`config.mk`:
```
export PLATFORM = sky130hd
export DESIGN_NAME = sorted_list_engine_core_flat
export DESIGN_NICKNAME = d
export VERILOG_FILES = /design/src/sle_pkg.sv /design/src/sle_req_if.sv /design/src/sle_rsp_if.sv /design/src/sorted_list_engine_core.sv /design/src/sle_front.sv /design/src/sle_back.sv /design/src/flat_wrapper.sv
export SDC_FILE = /design/constraint.sdc
export NUM_CORES = 2
export LEC_CHECK = 0
export BUFFER_PORTS_ARGS = -buffer_cell sky130_fd_sc_hd__clkbuf_2
export CAP_MARGIN = 20
export CORE_ASPECT_RATIO = 0.8
export CORE_UTILIZATION = 55
export CTS_BUF_LIST = sky130_fd_sc_hd__clkbuf_4
export DETAILED_ROUTE_END_ITERATION = 16
export PLACE_DENSITY = 0.71
export SKIP_LAST_GASP = 1
export SYNTH_ARGS = -nofsm -noshare
export SYNTH_HDL_FRONTEND = slang
export SYNTH_SLANG_ARGS = --single-unit
```
`constraint.sdc`:
```
create_clock -name clk -period 9.8 [get_ports clk]
set_clock_uncertainty 0.2 [all_clocks]
set_input_delay 1.96 -clock clk [delete_from_list [all_inputs] [get_ports clk]]
set_output_delay 1.96 -clock clk [all_outputs]
set_load 0.05 [all_outputs]
```
`src/sle_pkg.sv`:
```
// ----------------------------------------------------------------------------
// sle_pkg: shared definitions for the sorted list engine
// Sizes, request and status codes, command and state types.
// ----------------------------------------------------------------------------
`default_nettype none

package sle_pkg;

  // table geometry
  localparam int CAPACITY    = 16;
  localparam int VALUE_BITS  = 32;
  localparam int CNT_W       = $clog2(CAPACITY + 1);

  // fixed field widths
  localparam int REQ_W       = 2;
  localparam int IN_VALUE_W  = 32;
  localparam int POS_W       = 5;
  localparam int STATUS_W    = 2;

  // command queue between front and back
  localparam int QUEUE_DEPTH = 2;
  localparam int QPTR_W      = $clog2(QUEUE_DEPTH);
  localparam int QCNT_W      = $clog2(QUEUE_DEPTH + 1);

  // request codes
  localparam logic [REQ_W-1:0] REQ_INSERT = 2'd0;
  localparam logic [REQ_W-1:0] REQ_DELETE = 2'd1;

  // status codes
  localparam logic [STATUS_W-1:0] STAT_OK        = 2'd0;
  localparam logic [STATUS_W-1:0] STAT_NOT_FOUND = 2'd1;
  localparam logic [STATUS_W-1:0] STAT_FULL      = 2'd2;

  typedef logic signed [VALUE_BITS-1:0] key_t;

  typedef enum logic [1:0] {
    OP_INSERT,
    OP_DELETE,
    OP_FIND
  } op_t;

  typedef struct packed {
    op_t  op;
    key_t value;
  } cmd_t;

  typedef enum logic {
    S_IDLE,
    S_EXEC
  } state_t;

endpackage

`default_nettype wire

```
`src/sle_req_if.sv`:
```
// ----------------------------------------------------------------------------
// sle_req_if: request channel
// Valid/ready channel carrying one request transaction.
// ----------------------------------------------------------------------------
`default_nettype none

interface sle_req_if import sle_pkg::*; ();
  logic                         valid;
  logic                         ready;
  logic        [REQ_W-1:0]      req_type;
  logic signed [IN_VALUE_W-1:0] value;

  modport source (output valid, output req_type, output value, input ready);
  modport sink   (input valid, input req_type, input value, output ready);
endinterface

`default_nettype wire

```
`src/sle_rsp_if.sv`:
```
// ----------------------------------------------------------------------------
// sle_rsp_if: response channel
// Valid/ready channel carrying one result transaction.
// ----------------------------------------------------------------------------
`default_nettype none

interface sle_rsp_if import sle_pkg::*; ();
  logic                valid;
  logic                ready;
  logic [POS_W-1:0]    position;
  logic [STATUS_W-1:0] status;
  logic [POS_W-1:0]    entry_count;

  modport source (output valid, output position, output status, output entry_count,
                  input ready);
  modport sink   (input valid, input position, input status, input entry_count,
                  output ready);
endinterface

`default_nettype wire

```
`src/sorted_list_engine_core.sv`:
```
// ----------------------------------------------------------------------------
// sorted_list_engine_core: sorted insertion table
// Keeps up to CAPACITY signed values in non-decreasing order and serves
// insert, delete-first-match and find-first-match requests.
//
// Channels: req carries req_type and value, rsp carries position, status
// and entry_count; both are valid/ready and move one transaction per edge
// with valid and ready high. Every request yields exactly one response.
// A request passes the command queue, the capture registers and the result
// register. The back end takes one command at a time; its cells compare when
// it is taken and shift when its result is registered.
// A two-entry command queue takes requests while the back end is busy, so
// req stays ready until two commands are waiting.
// When rsp is stalled the result holds in the output register, the back
// end waits with its next command captured, and the queue fills.
// Reset empties the table and the queue; entry contents are not cleared.
// ----------------------------------------------------------------------------
`default_nettype none

module sorted_list_engine_core import sle_pkg::*; (
  input  wire logic clk,
  input  wire logic rst,
  sle_req_if.sink   req,
  sle_rsp_if.source rsp
);

  cmd_t cmd;
  logic cmd_valid;
  logic cmd_ready;

  // intake and command queue
  sle_front u_front (
    .clk       (clk),
    .rst       (rst),
    .req       (req),
    .cmd       (cmd),
    .cmd_valid (cmd_valid),
    .cmd_ready (cmd_ready)
  );

  // cell row and result register
  sle_back u_back (
    .clk       (clk),
    .rst       (rst),
    .cmd       (cmd),
    .cmd_valid (cmd_valid),
    .cmd_ready (cmd_ready),
    .rsp       (rsp)
  );

endmodule

`default_nettype wire

```
`src/sle_front.sv`:
```
// ----------------------------------------------------------------------------
// sle_front: request intake
// Decodes request codes into commands and buffers them in a small queue.
// ----------------------------------------------------------------------------
`default_nettype none

module sle_front import sle_pkg::*; (
  input  wire logic clk,
  input  wire logic rst,
  sle_req_if.sink   req,
  output cmd_t      cmd,
  output logic      cmd_valid,
  input  wire logic cmd_ready
);

  cmd_t              queue [QUEUE_DEPTH];
  logic [QPTR_W-1:0] wr_ptr;
  logic [QPTR_W-1:0] rd_ptr;
  logic [QCNT_W-1:0] fill;
  logic              push;
  logic              pop;
  cmd_t              decoded;

  // request code to command; the two unused codes read as a find
  always_comb begin
    decoded.value = key_t'(req.value);
    case (req.req_type)
      REQ_INSERT: decoded.op = OP_INSERT;
      REQ_DELETE: decoded.op = OP_DELETE;
      default:    decoded.op = OP_FIND;
    endcase
  end

  assign req.ready = (fill != QCNT_W'(QUEUE_DEPTH));
  assign push      = req.valid && req.ready;
  assign cmd_valid = (fill != '0);
  assign pop       = cmd_valid && cmd_ready;
  assign cmd       = queue[rd_ptr];

  // queue storage
  always_ff @(posedge clk) begin
    if (push) begin
      queue[wr_ptr] <= decoded;
    end
  end

  // queue pointers and occupancy
  always_ff @(posedge clk) begin
    if (rst) begin
      wr_ptr <= '0;
      rd_ptr <= '0;
      fill   <= '0;
    end else begin
      if (push) begin
        wr_ptr <= (wr_ptr == QPTR_W'(QUEUE_DEPTH - 1)) ? '0 : wr_ptr + 1'b1;
      end
      if (pop) begin
        rd_ptr <= (rd_ptr == QPTR_W'(QUEUE_DEPTH - 1)) ? '0 : rd_ptr + 1'b1;
      end
      if (push && !pop) begin
        fill <= fill + 1'b1;
      end else if (pop && !push) begin
        fill <= fill - 1'b1;
      end
    end
  end

endmodule

`default_nettype wire

```
`src/sle_back.sv`:
```
// ----------------------------------------------------------------------------
// sle_back: table engine
// Row of compare-and-shift cells: compares are registered as a command is
// taken; then the cells shift and the result is registered.
// ----------------------------------------------------------------------------
`default_nettype none

module sle_back import sle_pkg::*; (
  input  wire logic clk,
  input  wire logic rst,
  input  wire cmd_t cmd,
  input  wire logic cmd_valid,
  output logic      cmd_ready,
  sle_rsp_if.source rsp
);

  state_t              state;
  state_t              state_next;
  logic [CNT_W-1:0]    count;
  logic [CNT_W-1:0]    count_next;
  key_t                entries      [CAPACITY];
  key_t                entries_next [CAPACITY];
  op_t                 op_q;
  key_t                value_q;
  logic [CAPACITY-1:0] ge;
  logic [CAPACITY-1:0] eq;
  logic [CAPACITY-1:0] ge_q;
  logic [CAPACITY-1:0] eq_q;
  logic [CNT_W-1:0]    at;
  logic                found;
  logic                full;
  logic                take;
  logic                fire;
  logic [POS_W-1:0]    pos_next;
  logic [STATUS_W-1:0] stat_next;
  logic                rsp_valid;
  logic [POS_W-1:0]    rsp_position;
  logic [STATUS_W-1:0] rsp_status;
  logic [POS_W-1:0]    rsp_entry_count;

  // per-cell compare against the incoming value, occupied cells only
  always_comb begin
    for (int i = 0; i < CAPACITY; i++) begin
      ge[i] = (CNT_W'(i) < count) && (entries[i] >= cmd.value);
      eq[i] = (CNT_W'(i) < count) && (entries[i] == cmd.value);
    end
  end

  // control: take a command when idle, finish once the output slot is free
  always_comb begin
    state_next = state;
    cmd_ready  = 1'b0;
    take       = 1'b0;
    fire       = 1'b0;
    case (state)
      S_IDLE: begin
        cmd_ready = 1'b1;
        if (cmd_valid) begin
          take       = 1'b1;
          state_next = S_EXEC;
        end
      end
      S_EXEC: begin
        if (!rsp_valid || rsp.ready) begin
          fire       = 1'b1;
          state_next = S_IDLE;
        end
      end
      default: state_next = S_IDLE;
    endcase
  end

  // first cell at or above the value; the fill count when there is none
  always_comb begin
    at = count;
    for (int i = CAPACITY - 1; i >= 0; i--) begin
      if (ge_q[i]) begin
        at = CNT_W'(i);
      end
    end
  end

  // equal entries are contiguous, so a match sits at the first cell at or above
  assign found = |eq_q;
  assign full  = (count >= CNT_W'(CAPACITY));

  // shift plan and result
  always_comb begin
    for (int i = 0; i < CAPACITY; i++) begin
      entries_next[i] = entries[i];
    end
    count_next = count;
    pos_next   = '0;
    stat_next  = STAT_OK;
    case (op_q)
      OP_INSERT: begin
        if (full) begin
          stat_next = STAT_FULL;
        end else begin
          for (int i = 0; i < CAPACITY; i++) begin
            if (CNT_W'(i) == at) begin
              entries_next[i] = value_q;
            end
          end
          for (int i = 1; i < CAPACITY; i++) begin
            if (CNT_W'(i) > at) begin
              entries_next[i] = entries[i-1];
            end
          end
          count_next = count + 1'b1;
          pos_next   = POS_W'(at + CNT_W'(1));
        end
      end
      OP_DELETE: begin
        if (!found) begin
          stat_next = STAT_NOT_FOUND;
        end else begin
          for (int i = 0; i < CAPACITY - 1; i++) begin
            if (CNT_W'(i) >= at) begin
              entries_next[i] = entries[i+1];
            end
          end
          count_next = count - 1'b1;
          pos_next   = POS_W'(at + CNT_W'(1));
        end
      end
      default: begin
        if (!found) begin
          stat_next = STAT_NOT_FOUND;
        end else begin
          pos_next = POS_W'(at + CNT_W'(1));
        end
      end
    endcase
  end

  // control registers
  always_ff @(posedge clk) begin
    if (rst) begin
      state     <= S_IDLE;
      count     <= '0;
      rsp_valid <= 1'b0;
    end else begin
      state <= state_next;
      if (fire) begin
        count     <= count_next;
        rsp_valid <= 1'b1;
      end else if (rsp.ready) begin
        rsp_valid <= 1'b0;
      end
    end
  end

  // command capture, cell row and result payload
  always_ff @(posedge clk) begin
    if (take) begin
      op_q    <= cmd.op;
      value_q <= cmd.value;
      ge_q    <= ge;
      eq_q    <= eq;
    end
    if (fire) begin
      for (int i = 0; i < CAPACITY; i++) begin
        entries[i] <= entries_next[i];
      end
      rsp_position    <= pos_next;
      rsp_status      <= stat_next;
      rsp_entry_count <= POS_W'(count_next);
    end
  end

  assign rsp.valid       = rsp_valid;
  assign rsp.position    = rsp_position;
  assign rsp.status      = rsp_status;
  assign rsp.entry_count = rsp_entry_count;

endmodule

`default_nettype wire

```
`src/flat_wrapper.sv`:
```
// flat-port wrapper written by rule: the top's interface ports become plain ports
module sorted_list_engine_core_flat import sle_pkg::*;
  (clk, rst, req_valid, req_req_type, req_value, req_ready, rsp_valid, rsp_position, rsp_status, rsp_entry_count, rsp_ready);
  sle_req_if req_i ();
  sle_rsp_if rsp_i ();
  input  wire logic clk;
  input  wire logic rst;
  input wire logic [$bits(req_i.valid)-1:0] req_valid;
  input wire logic [$bits(req_i.req_type)-1:0] req_req_type;
  input wire logic [$bits(req_i.value)-1:0] req_value;
  output wire logic [$bits(req_i.ready)-1:0] req_ready;
  output wire logic [$bits(rsp_i.valid)-1:0] rsp_valid;
  output wire logic [$bits(rsp_i.position)-1:0] rsp_position;
  output wire logic [$bits(rsp_i.status)-1:0] rsp_status;
  output wire logic [$bits(rsp_i.entry_count)-1:0] rsp_entry_count;
  input wire logic [$bits(rsp_i.ready)-1:0] rsp_ready;
  assign req_i.valid = req_valid;
  assign req_i.req_type = req_req_type;
  assign req_i.value = req_value;
  assign req_ready = req_i.ready;
  assign rsp_valid = rsp_i.valid;
  assign rsp_position = rsp_i.position;
  assign rsp_status = rsp_i.status;
  assign rsp_entry_count = rsp_i.entry_count;
  assign rsp_i.ready = rsp_ready;
  sorted_list_engine_core u_core (.clk(clk), .rst(rst), .req(req_i), .rsp(rsp_i));
endmodule
```
==> flow_metrics.tcl <==
set metrics [dict create \
    synth_warnings 0 \
    fin_area_um2 46900 \
    cap_violations 0 \
    num_rows 91 \
    h-tree-depth 4 \
    ant_nets 0 \
    gp_congestion 1.03 \
    via_count 36600 \
    crit_path_max_fanout 34 \
    num-nets-final 4531 \
    cts_root_buf "clkbuf_4" \
    clk_path_buf_depth 3 \
    power_density_nw_per_um2 348 \
    cts_sinks 670 \
    grt_max_degree 101 \
    required_ns 10.41 \
    status "finished clean" \
    dieArea_um2 79200 \
    grt-ovfl-total 0 \
    synth_top_area_share_pct 46.0 \
    yosys.area_share.simple_pct 13.3 \
    synthCells 3871 \
    synth_top_family_by_area "compound AO/OA/AOI/OAI gates" \
    rsz0062_at_grt "no" \
    grt_pass1_wl_um 232000 \
    power.leakage_uw 0.0187 \
    fmax_mhz 190 \
    antenna_found_initial 11 \
    critPathLaunchType "flop" \
    synth-xor-area-share_pct 0.245 \
    grt_use_total_pct 40.6 \
    irDropWorstVdd_mv 0.246 \
    dp_slack_ns 4.07 \
    hp-class "flop to flop" \
    avgSynthCellArea_um2 11.1 \
    synth-adder-area-share_pct 15.1 \
    start_util_pct 55.6 \
    endpoint_kind "flop" \
    grt_pass1_vias 33700 \
    period_share_pct 53.8 \
    criticalPathCategory "flop to flop" \
    synth-seq-cells 670 \
    postCtsHoldBufs 0 \
    dr.pass1.iters 7 \
    worst_slack_ns 4.53 \
    synth_compound_area_share_pct 16.8 \
    area_growth_pct 9.20 \
    slew_headroom_pct 14.6 \
    ctsResizeCount 0 \
    die_height_um 252 \
    slew_viol_final 0 \
    io_pins 52 \
    drtIter0Drc 6313 \
    synth_mux_area_share_pct 4.86 \
    post-dp-hpwl_um 109000 \
    portBuffers 51 \
    hold_viol 0 \
    syn_area_um2 43000 \
    synth_area_leaders "edfxtp_1 46%, ha_1 15%, a221o_1 6.7%, mux2i_1 3.9%, nand2_1 3.2%" \
    synth_edf_count 658 \
    cts_made_buffers 180 \
    arrival_ns 5.88 \
    post_cts_buffers 0 \
    fin_tns_setup_ns 0 \
    clkTransAtPathRegs_ns 0.07 \
    wirelength_um 163000 \
    via_per_inst 7.12 \
    tightest_slew_ns 1.25 \
    dpl_cell_area_um2 44500 \
    route.detailed.drc 0 \
    synthArstFlopShare_pct 0 \
    yosys-top-cells-count "658 x edfxtp_1, 519 x ha_1, 367 x nand2_1, 315 x nor2_1, 288 x a221o_1" \
    synth.most_common_cell "edfxtp_1" \
    clock_latency_ns 1.11 \
    coreArea_um2 77200 \
    drive_gt1_share_pct 13.7 \
    min_period_ns 5.27 \
    ys_seq_area_share_pct 46.6 \
    post_drt_wl_per_cell_um 31.7 \
    synth_flop_cell "edfxtp_1" \
    cts_tree "built" \
    synth_area_leader_cell "edfxtp_1" \
    setup_violations 0 \
    synth_fp_nets 4428 \
    synth.distinct_cells 86 \
    die_w_um 314 \
]
==> worst paths after layout <==
path,to,depth (start not counted),slack (ns),start
hold reg to reg,u_core.u_back.rsp.valid,2,0.29,u_core.u_back.rsp.valid
setup reg to reg,u_core.u_back.ge_q[0],11,4.53,flop
setup / recovery,u_core.u_back.ge_q[0],11,4.53,flop
hold / removal,u_core.u_back.rsp.valid,2,0.29,u_core.u_back.rsp.valid
==> where the power goes <==
group	leakage, uW	switching, uW	internal, uW
registers	0.00618	882	4540
clock network	0.00135	1300	1320
logic	0.0111	5500	2780
total	0.0187	7680	8640
==> state kept, by name, summed over array words and instances (netlist names), named ones only <==
register                       flops
u_core.u_back.op_q                 2
u_core.u_back.ge_q                16
u_core.u_back.rsp.status           2
u_core.u_back.eq_q                16
u_core.u_back.state                1
u_core.u_front.rd_ptr              1
u_core.u_back.rsp.valid            1
u_core.u_front.wr_ptr              1
u_core.u_back.rsp.entry_count      5
u_core.u_back.rsp.position         5
u_core.u_back.entries            512
u_core.u_front.fill                2
u_core.u_back.count                5
u_core.u_front.queue              68
u_core.u_back.value_q             32
==> cell usage in the layout (no fill, tap or decap), types with 16 or more instances in the layout <==
cell type | netlist | final
a211oi_1 | 25 | 24
a21o_1 | 92 | 92
a21oi_1 | 167 | 162
a221o_1 | 288 | 288
a221oi_1 | 39 | 39
and2_1 | 147 | 146
and3_1 | 45 | 44
buf_4 | 15 | 89
clkbuf_2 | 1 | 51
clkbuf_4 | 0 | 266
clkinv_1 | 0 | 37
edfxtp_1 | 658 | 658
ha_1 | 519 | 519
inv_1 | 77 | 75
mux2_2 | 37 | 37
mux2i_1 | 167 | 136
mux2i_2 | 0 | 31
nand2_1 | 367 | 367
nand3_1 | 49 | 49
nand4_1 | 83 | 83
nor2_1 | 315 | 301
nor2_4 | 1 | 16
nor2b_1 | 27 | 26
nor3_1 | 40 | 38
nor4_1 | 21 | 21
o211ai_1 | 24 | 24
o21ai_0 | 232 | 232
==> through the flow <==
step / cells / total power, uW / hold WS, ns / utilization [%]
finish: 5142 / 16300 / 0.290 / 60.8
global route: 5137 / 16900 / 0.338 / 60.7
CTS: 5131 / 15800 / 0.300 / 60.7
detailed placement: 4813 / 13200 / 0.288 / 57.7
global placement: 4811 / 13000 / 0.291 / 57.6
floorplan: 3871 / 10200 / 0.250 / -
==> area by class of cell <==
class	instances	area (um^2)
fill	6437	30300
multi-input combinational	2900	22000
sequential	670	20000
clock buffer	266	2000
tap	1023	1280
timing repair buffer	144	1020
clock inverter	52	303
inverter	78	294
antenna	9	22.5
==> worst max-delay path, cell delays in order, from the launching register on <==
cell       delay [ns]
dfxtp_2          0.31
buf_4            0.60
mux2i_2          0.73
buf_4            0.32
ha_1             0.28
a21oi_1          0.15
o21ai_0          0.25
a2111oi_0        1.15
o221ai_1         0.35
a211oi_1         0.29
a21boi_0         0.12
a2bb2oi_1        0.14
==> metal layers <==
layer,routed length (um),global-route usage [%]
met5,165,1.23
met4,7490,17.7
met1,63500,57.1
met2,62200,52.7
met3,29900,18.8
==> kinds of logic after synthesis <==
| logic type | after synthesis |
|---|---|
| xor gates and xnor gates | 12 |
| AOI/OAI and AO/OA | 980 |
| and+or+nand+nor | 1185 |
| buffers and inverters | 301 |
| adders and majority gates | 519 |
| DFF | 670 |
| muxes | 204 |
No activity file was read; power rests on OpenSTA's default activity.
